==> src/hw/rtl/kfm_pkg.sv <==
// Package with action codes and fixed constants of the key to function mapper.
`timescale 1ns / 1ps
package kfm_pkg;
   localparam logic [2:0] ACT_REPORT_START = 3'd0;
   localparam logic [2:0] ACT_REPORT_KEY   = 3'd1;
   localparam logic [2:0] ACT_DISCONNECT   = 3'd2;
   localparam logic [2:0] ACT_TICK         = 3'd3;
   localparam logic [2:0] ACT_COLLECT      = 3'd4;
   localparam logic [2:0] ACT_QUERY_HELD   = 3'd5;
   localparam logic [2:0] ACT_WRITE_BIND   = 3'd6;

   localparam int KEY_BITS       = 256;
   localparam int MOD_BASE       = 8'hE0;
   localparam logic [7:0] SENTINEL_MAX = 8'h03;
   localparam logic [15:0] COUNT_MAX   = 16'hFFFF;
   localparam int FN_TEST        = 6;
   localparam int FN_COIN        = 7;
   localparam int HIT_FUNCTIONS  = 4;

   typedef logic [KEY_BITS-1:0] bitmap_type;
endpackage

==> src/hw/rtl/key_to_function_mapper.sv <==
// Top level of the key to function mapper: port bitmaps, binding memory and tick walker.
// Collect and query answer with rsp_valid in the cycle after the start beat.
// A tick walks PLAYERS*FUNCTIONS*BINDS_PER_FUNCTION binding entries at one memory
// read a cycle. Reset clears the bitmaps and counters; then a clearing pass unbinds
// all PLAYERS*FUNCTIONS*BINDS_PER_FUNCTION entries while busy stays high.
// Results are strobes; the receiver cannot stall them.
`timescale 1ns / 1ps
module key_to_function_mapper
   import kfm_pkg::*;
#(
   parameter int KEY_PORTS          = 4,
   parameter int PLAYERS            = 2,
   parameter int BINDS_PER_FUNCTION = 6,
   parameter int FUNCTIONS          = 10
) (
   input  logic        clock,
   input  logic        reset,
   input  logic        start,
   output logic        busy,
   input  logic [2:0]  req_action,
   input  logic [1:0]  req_port,
   input  logic [7:0]  req_modifiers,
   input  logic        req_has_keys,
   input  logic [7:0]  req_keycode,
   input  logic        req_player,
   input  logic [3:0]  req_pad_function,
   input  logic [2:0]  req_slot,
   output logic        rsp_valid,
   output logic [9:0]  rsp_level_first,
   output logic [9:0]  rsp_level_second,
   output logic [3:0]  rsp_hits_first,
   output logic [3:0]  rsp_hits_second,
   output logic [15:0] rsp_coin_count,
   output logic [15:0] rsp_test_count,
   output logic        rsp_held
);
   localparam int DEPTH = PLAYERS * FUNCTIONS * BINDS_PER_FUNCTION;
   localparam int AW = (DEPTH > 1) ? $clog2(DEPTH) : 1;
   localparam int PW = (PLAYERS > 1) ? $clog2(PLAYERS) : 1;
   localparam int FW = $clog2(FUNCTIONS);
   localparam int SW = (BINDS_PER_FUNCTION > 1) ? $clog2(BINDS_PER_FUNCTION) : 1;
   localparam int RW = $clog2(BINDS_PER_FUNCTION + 1);
   localparam int SECOND = (PLAYERS > 1) ? 1 : 0;

   localparam logic [1:0] ST_CLEAR = 2'd0;
   localparam logic [1:0] ST_IDLE  = 2'd1;
   localparam logic [1:0] ST_WALK  = 2'd2;
   localparam logic [1:0] ST_DRAIN = 2'd3;

   logic [1:0]  state_ff, state_in;
   bitmap_type  port_keys_ff [KEY_PORTS];
   bitmap_type  prev_keys_ff;
   bitmap_type  cur_keys;
   logic [7:0]  bind_mem [DEPTH];
   logic [7:0]  rdata_ff;

   logic [AW-1:0] addr_ff;
   logic [PW-1:0] p_ff;
   logic [FW-1:0] f_ff;
   logic [SW-1:0] s_ff;
   logic          ev_valid_ff, ev_last_ff, ev_slot_last_ff, ev_fn_last_ff;
   logic [PW-1:0] ev_p_ff;
   logic [FW-1:0] ev_f_ff;

   logic          any_ff, stop_ff;
   logic [RW-1:0] rises_ff;
   logic [FUNCTIONS-1:0] lvl_acc_ff;
   logic [FUNCTIONS-1:0] level_ff [PLAYERS];
   logic [HIT_FUNCTIONS-1:0] hits_ff [PLAYERS];
   logic [15:0]   coin_ff, test_ff;

   logic accept;
   logic port_ok;
   logic bind_ok;
   logic [AW-1:0] bind_addr;
   logic          mem_we;
   logic [AW-1:0] mem_waddr;
   logic [7:0]    mem_wdata;

   logic          ev_live, ev_hit, ev_rise, any_n;
   logic [RW-1:0] rises_n;
   logic [16:0]   coin_sum, test_sum;

   assign busy    = (state_ff != ST_IDLE);
   assign accept  = start && !busy;
   assign port_ok = (32'(req_port) < KEY_PORTS);
   assign bind_ok = (32'(req_player) < PLAYERS) && (32'(req_pad_function) < FUNCTIONS)
                    && (32'(req_slot) < BINDS_PER_FUNCTION);
   assign bind_addr = AW'((32'(req_player) * FUNCTIONS + 32'(req_pad_function))
                          * BINDS_PER_FUNCTION + 32'(req_slot));

   always_comb begin
      cur_keys = '0;
      for (int i = 0; i < KEY_PORTS; i++) begin
         cur_keys = cur_keys | port_keys_ff[i];
      end
   end

   always_comb begin
      mem_we    = 1'b0;
      mem_waddr = addr_ff;
      mem_wdata = '0;
      if (state_ff == ST_CLEAR) begin
         mem_we = 1'b1;
      end else if (accept && req_action == ACT_WRITE_BIND && bind_ok) begin
         mem_we    = 1'b1;
         mem_waddr = bind_addr;
         mem_wdata = req_keycode;
      end
   end

   always_ff @(posedge clock) begin
      if (mem_we) begin
         bind_mem[mem_waddr] <= mem_wdata;
      end
      rdata_ff <= bind_mem[addr_ff];
   end

   // Evaluation of the entry read in the previous cycle; a zero code ends the list.
   assign ev_live  = !stop_ff && (rdata_ff != 8'd0);
   assign ev_hit   = ev_live && cur_keys[rdata_ff];
   assign ev_rise  = ev_hit && !prev_keys_ff[rdata_ff];
   assign any_n    = any_ff | ev_hit;
   assign rises_n  = rises_ff + RW'(ev_rise);
   assign coin_sum = {1'b0, coin_ff} + 17'(rises_n);
   assign test_sum = {1'b0, test_ff} + 17'(rises_n);

   always_comb begin
      state_in = state_ff;
      unique case (state_ff)
         ST_CLEAR: if (addr_ff == AW'(DEPTH - 1)) state_in = ST_IDLE;
         ST_IDLE:  if (accept && req_action == ACT_TICK) state_in = ST_WALK;
         ST_WALK:  if (addr_ff == AW'(DEPTH - 1)) state_in = ST_DRAIN;
         ST_DRAIN: if (ev_valid_ff && ev_last_ff) state_in = ST_IDLE;
         default:  state_in = ST_IDLE;
      endcase
   end

   always_ff @(posedge clock) begin
      if (reset) begin
         state_ff     <= ST_CLEAR;
         addr_ff      <= '0;
         p_ff         <= '0;
         f_ff         <= '0;
         s_ff         <= '0;
         ev_valid_ff  <= 1'b0;
         any_ff       <= 1'b0;
         stop_ff      <= 1'b0;
         rises_ff     <= '0;
         lvl_acc_ff   <= '0;
         prev_keys_ff <= '0;
         coin_ff      <= '0;
         test_ff      <= '0;
         rsp_valid    <= 1'b0;
         for (int i = 0; i < KEY_PORTS; i++) port_keys_ff[i] <= '0;
         for (int i = 0; i < PLAYERS; i++) begin
            level_ff[i] <= '0;
            hits_ff[i]  <= '0;
         end
      end else begin
         state_ff    <= state_in;
         rsp_valid   <= accept && (req_action == ACT_COLLECT || req_action == ACT_QUERY_HELD);
         ev_valid_ff <= (state_ff == ST_WALK);

         if (state_ff == ST_CLEAR || state_ff == ST_WALK) begin
            addr_ff <= (addr_ff == AW'(DEPTH - 1)) ? '0 : addr_ff + AW'(1);
         end
         if (state_ff == ST_WALK) begin
            ev_p_ff         <= p_ff;
            ev_f_ff         <= f_ff;
            ev_slot_last_ff <= (s_ff == SW'(BINDS_PER_FUNCTION - 1));
            ev_fn_last_ff   <= (f_ff == FW'(FUNCTIONS - 1));
            ev_last_ff      <= (addr_ff == AW'(DEPTH - 1));
            if (s_ff == SW'(BINDS_PER_FUNCTION - 1)) begin
               s_ff <= '0;
               if (f_ff == FW'(FUNCTIONS - 1)) begin
                  f_ff <= '0;
                  p_ff <= (p_ff == PW'(PLAYERS - 1)) ? '0 : p_ff + PW'(1);
               end else begin
                  f_ff <= f_ff + FW'(1);
               end
            end else begin
               s_ff <= s_ff + SW'(1);
            end
         end

         if (ev_valid_ff) begin
            if (ev_slot_last_ff) begin
               any_ff   <= 1'b0;
               stop_ff  <= 1'b0;
               rises_ff <= '0;
               if (32'(ev_f_ff) < HIT_FUNCTIONS && rises_n != '0) begin
                  hits_ff[ev_p_ff][ev_f_ff[1:0]] <= 1'b1;
               end
               if (ev_f_ff == FW'(FN_COIN)) begin
                  coin_ff <= coin_sum[16] ? COUNT_MAX : coin_sum[15:0];
               end
               if (ev_f_ff == FW'(FN_TEST)) begin
                  test_ff <= test_sum[16] ? COUNT_MAX : test_sum[15:0];
               end
               if (ev_fn_last_ff) begin
                  level_ff[ev_p_ff] <= lvl_acc_ff | (FUNCTIONS'(any_n) << ev_f_ff);
                  lvl_acc_ff        <= '0;
               end else begin
                  lvl_acc_ff <= lvl_acc_ff | (FUNCTIONS'(any_n) << ev_f_ff);
               end
            end else begin
               any_ff   <= any_n;
               stop_ff  <= stop_ff | (rdata_ff == 8'd0);
               rises_ff <= rises_n;
            end
            if (ev_last_ff) begin
               prev_keys_ff <= cur_keys;
            end
         end

         if (accept) begin
            case (req_action)
               ACT_REPORT_START: begin
                  if (port_ok && (req_has_keys || req_modifiers != 8'd0)) begin
                     port_keys_ff[req_port] <= bitmap_type'({req_modifiers, MOD_BASE'(0)});
                  end
               end
               ACT_REPORT_KEY: begin
                  if (port_ok && req_keycode > SENTINEL_MAX) begin
                     port_keys_ff[req_port][req_keycode] <= 1'b1;
                  end
               end
               ACT_DISCONNECT: begin
                  if (port_ok) port_keys_ff[req_port] <= '0;
               end
               ACT_TICK: begin
                  addr_ff <= '0;
                  p_ff    <= '0;
                  f_ff    <= '0;
                  s_ff    <= '0;
               end
               ACT_COLLECT: begin
                  rsp_level_first  <= level_ff[0][9:0];
                  rsp_level_second <= (PLAYERS > 1) ? level_ff[SECOND][9:0] : 10'd0;
                  rsp_hits_first   <= hits_ff[0];
                  rsp_hits_second  <= (PLAYERS > 1) ? hits_ff[SECOND] : 4'd0;
                  rsp_coin_count   <= coin_ff;
                  rsp_test_count   <= test_ff;
                  rsp_held         <= 1'b0;
                  for (int i = 0; i < PLAYERS; i++) hits_ff[i] <= '0;
                  coin_ff <= '0;
                  test_ff <= '0;
               end
               ACT_QUERY_HELD: begin
                  rsp_level_first  <= '0;
                  rsp_level_second <= '0;
                  rsp_hits_first   <= '0;
                  rsp_hits_second  <= '0;
                  rsp_coin_count   <= '0;
                  rsp_test_count   <= '0;
                  rsp_held         <= cur_keys[req_keycode];
               end
               default: begin
               end
            endcase
         end
      end
   end
endmodule
==> config.mk <==
export PLATFORM = sky130hd
export DESIGN_NAME = key_to_function_mapper
export DESIGN_NICKNAME = d
export VERILOG_FILES = /design/src/hw/rtl/kfm_pkg.sv /design/src/hw/rtl/key_to_function_mapper.sv
export SDC_FILE = /design/constraint.sdc
export NUM_CORES = 2
export LEC_CHECK = 0
export ABC_AREA = 1
export ABC_CLOCK_PERIOD_IN_PS = 7100
export BUFFER_PORTS_ARGS = -buffer_cell sky130_fd_sc_hd__buf_4
export CORE_MARGIN = 5
export CORE_UTILIZATION = 42
export CTS_BUF_LIST = sky130_fd_sc_hd__clkbuf_16
export CTS_CLUSTER_DIAMETER = 120
export DETAILED_ROUTE_END_ITERATION = 16
export SYNTH_ARGS = -nofsm -noshare
export SYNTH_HDL_FRONTEND = slang
export SYNTH_SLANG_ARGS = --single-unit
==> constraint.sdc <==
create_clock -name clock -period 7.1 [get_ports clock]
set_clock_uncertainty 0.15 [all_clocks]
set_input_delay 0.71 -clock clock [delete_from_list [all_inputs] [get_ports clock]]
set_output_delay 0.71 -clock clock [all_outputs]
set_load 0.02 [all_outputs]
==> metrics.yaml <==
status: "finished, violations left"
failed_checks: "max-capacitance violations"
design.portCount: 96
crit_slowest_cell: "sky130_fd_sc_hd__dfxtp_4"
max-vdd-ir-drop_mv: 0.168
final_cell_area_um2: 127000
synth.ff_latch_count: 2411
clk_latency_ns: 0.89
worst_hold_path_class: "input port to flip-flop"
synth-edff-count: 2073
synth_ff_type: "sky130_fd_sc_hd__edfxtp_1"
final-max-slew-violation-count: 0
final_period_minus_worst_setup_slack_ns: 6.89
io_buffer_count: 95
dpl_cell_area_um2: 118000
wl_per_cell_um: 25.0
pnr_total_power_mw: 32.6
timing.critical_path.arrival_ns: 7.50
dp.final_hpwl_um: 237000
antenna_violating_nets_remaining: 0
drive_above_1_share: 0.0676
route.vias.total: 96000
start_util: 0.422
worst_setup_start_kind: "flip-flop"
timing.final.setup_violations: 0
synth.avg_cell_area_um2: 9.18
htree_num_levels: 5
timing.fmax_mhz: 145
mappedNetlistArea_um2: 114000
die-area_um2: 283000
dr.first_iter.drc_count: 13500
gpl_congestion: 0.941
first_pass_grt_wire_length_um: 583000
crit_path_end_kind: "flip-flop"
drtPass1Iterations: 7
synth_cell_type_count: 55
timing.setup.tns_ns: 0
most-common-layout-cells: "sky130_fd_sc_hd__nor2_1 (2,419), sky130_fd_sc_hd__nand2_1 (2,341), sky130_fd_sc_hd__edfxtp_1 (2,073), sky130_fd_sc_hd__o21ai_0 (1,051), sky130_fd_sc_hd__inv_1 (904)"
areaGrowthSynthToFinish_pct: 10.7
core.rowCount: 191
cts_inserted_buffers: 273
synth.yosys.warnings: 0
chipWidth_um: 532
core-area_um2: 271000
pd_cells_nw_per_um2: 257
final_common_cell: "sky130_fd_sc_hd__nor2_1"
slew_headroom: 0.0185
async_reset_ff_frac: 0
fill_cells: 25200
timing.final.hold_violations: 0
die_h_um: 532
cap_viol_max_count: 1
max_clock_buf_depth: 4
drc: 0
grt_max_degree: 171
cp.required_ns: 7.71
worst_path_largest_cell_delay_ns: 0.56
ys_seq_area_frac: 0.604
syn-instance-count: 12500
vias_per_cell: 6.03
power_leakage_nw: 47.6
root_buffer: "sky130_fd_sc_hd__clkbuf_16"
timing.final.crit_share: 0.970
clock_transition_at_the_registers_of_the_reported_paths_ns: 0.06
number_of_global_route_vias_before_repair: 90400
grt_antenna_before_repair: 21
criticalPathCategory: "flip-flop to flip-flop"
tritoncts: "done"
cts_sinks: 2411
fin_util: 0.467
rsz0062_at_grt: "no"
post_route_worst_hold_slack_ns: 0.0657
tightestPinTransition_ns: 1.47
crit_path_max_fanout: 32
grt-ovfl-total: 0
finish.net_count: 12200
grt_util_all_layers: 0.268
detail_route.wirelength_um: 397000
==> synth_stat cells (60+ instances only) <==
| master | n | area (um2) |
|---|---|---|
| sky130_fd_sc_hd__buf_4 | 94 | 706 |
| sky130_fd_sc_hd__a31oi_1 | 173 | 1080 |
| sky130_fd_sc_hd__nor4_1 | 73 | 457 |
| sky130_fd_sc_hd__inv_1 | 833 | 3130 |
| sky130_fd_sc_hd__o21ai_0 | 1051 | 5260 |
| sky130_fd_sc_hd__nand3_1 | 435 | 2180 |
| sky130_fd_sc_hd__o211ai_1 | 60 | 450 |
| sky130_fd_sc_hd__nand2_1 | 2347 | 8810 |
| sky130_fd_sc_hd__edfxtp_1 | 2073 | 62200 |
| sky130_fd_sc_hd__nand4_1 | 897 | 5610 |
| sky130_fd_sc_hd__o22ai_1 | 172 | 1080 |
| sky130_fd_sc_hd__o221ai_1 | 92 | 806 |
| sky130_fd_sc_hd__clkbuf_1 | 614 | 2300 |
| sky130_fd_sc_hd__a21oi_1 | 215 | 1080 |
| sky130_fd_sc_hd__buf_2 | 101 | 505 |
| sky130_fd_sc_hd__buf_1 | 150 | 563 |
| sky130_fd_sc_hd__nor2_1 | 2436 | 9140 |
| sky130_fd_sc_hd__dfxtp_1 | 338 | 6770 |
| sky130_fd_sc_hd__inv_2 | 67 | 251 |
==> flip-flops by register name, indices dropped and copies added, names as in the netlist, 7 cells and up <==
name              cells
coin_ff              16
rsp_level_second     10
lvl_acc_ff           10
bind_mem            960
port_keys_ff       1024
rsp_coin_count       16
level_ff             20
test_ff              16
rsp_test_count       16
hits_ff               8
addr_ff               7
rdata_ff              8
prev_keys_ff        256
rsp_level_first      10
==> worst paths after layout <==
kind	startpoint	end	slack (ns)	cells after the start
setup / recovery	rdata_ff[2]	coin_ff[14]	0.21	30
setup reg to reg	rdata_ff[2]	coin_ff[14]	0.21	30
hold reg to reg	port_keys_ff[0][104]	prev_keys_ff[104]	0.29	2
hold / removal	req_action[1]	rsp_valid	0.07	2
==> timing repair <==
item | in CTS | in global routing
hold buffers | 0 | 0
gates resized for setup | 0 | 2
setup buffers | 0 | 0
setup endpoints to repair | 0 | 8
==> metrics by stage <==
stage	worst slack, ns	instances
after detailed placement	0.0242	15400
after global placement	-0.176	15400
after global routing	0.0545	15900
after CTS	0.00888	15900
after floorplan	1.96	12500
final	0.213	15900
==> report_power, final <==
part           switching, mW  internal [mW]
clock network           5.86           7.68
logic                   2.53          0.740
registers              0.189           15.6
total                   8.57           24.0
==> layout make-up <==
class	count	area [um2]	share of cell area
clock buffers	279	6980	0.0552
inverters	917	3490	0.0276
flip-flops and latches	2411	69000	0.545
clock inverters	213	1410	0.0111
diodes	7	17.5	0.000138
repair buffers	337	3150	0.0249
well taps	3570	4470	0.0353
multi-input cells	8184	38000	0.300
==> logic make-up after synthesis <==
family / after synthesis / share of synthesized area
other: 1 / 0.0000328
adders and majority gates: 26 / 0.00311
xor gates and xnor gates: 19 / 0.00146
buffers and inverters: 1878 / 0.0660
AOI/OAI and AO/OA: 1864 / 0.0927
DFF: 2411 / 0.604
and+or+nand+nor: 6259 / 0.233
==> metal layers <==
metal / part of all wire / wire length, um / vias up / track usage
met5: 0.00024 / 97 / - / 0
met4: 0.055 / 21700 / 12 / 0.130
met3: 0.12 / 49300 / 1175 / 0.0655
met2: 0.43 / 172000 / 6155 / 0.404
met1: 0.39 / 154000 / 46100 / 0.364
li1: - / - / 42500 / -
==> critical path: cells and delay by family, from the launching register on <==
family                   cells  cell delay, ns
AND/OR/NAND/NOR              8            1.49
AO/OA/AOI/OAI                8            1.94
flip-flops                   1            0.56
adder cells (fa/ha/maj)      3            0.64
XOR/XNOR                     2            0.25
buffers and inverters        9            1.61
Note: power is estimated with default switching activity, not from simulation.
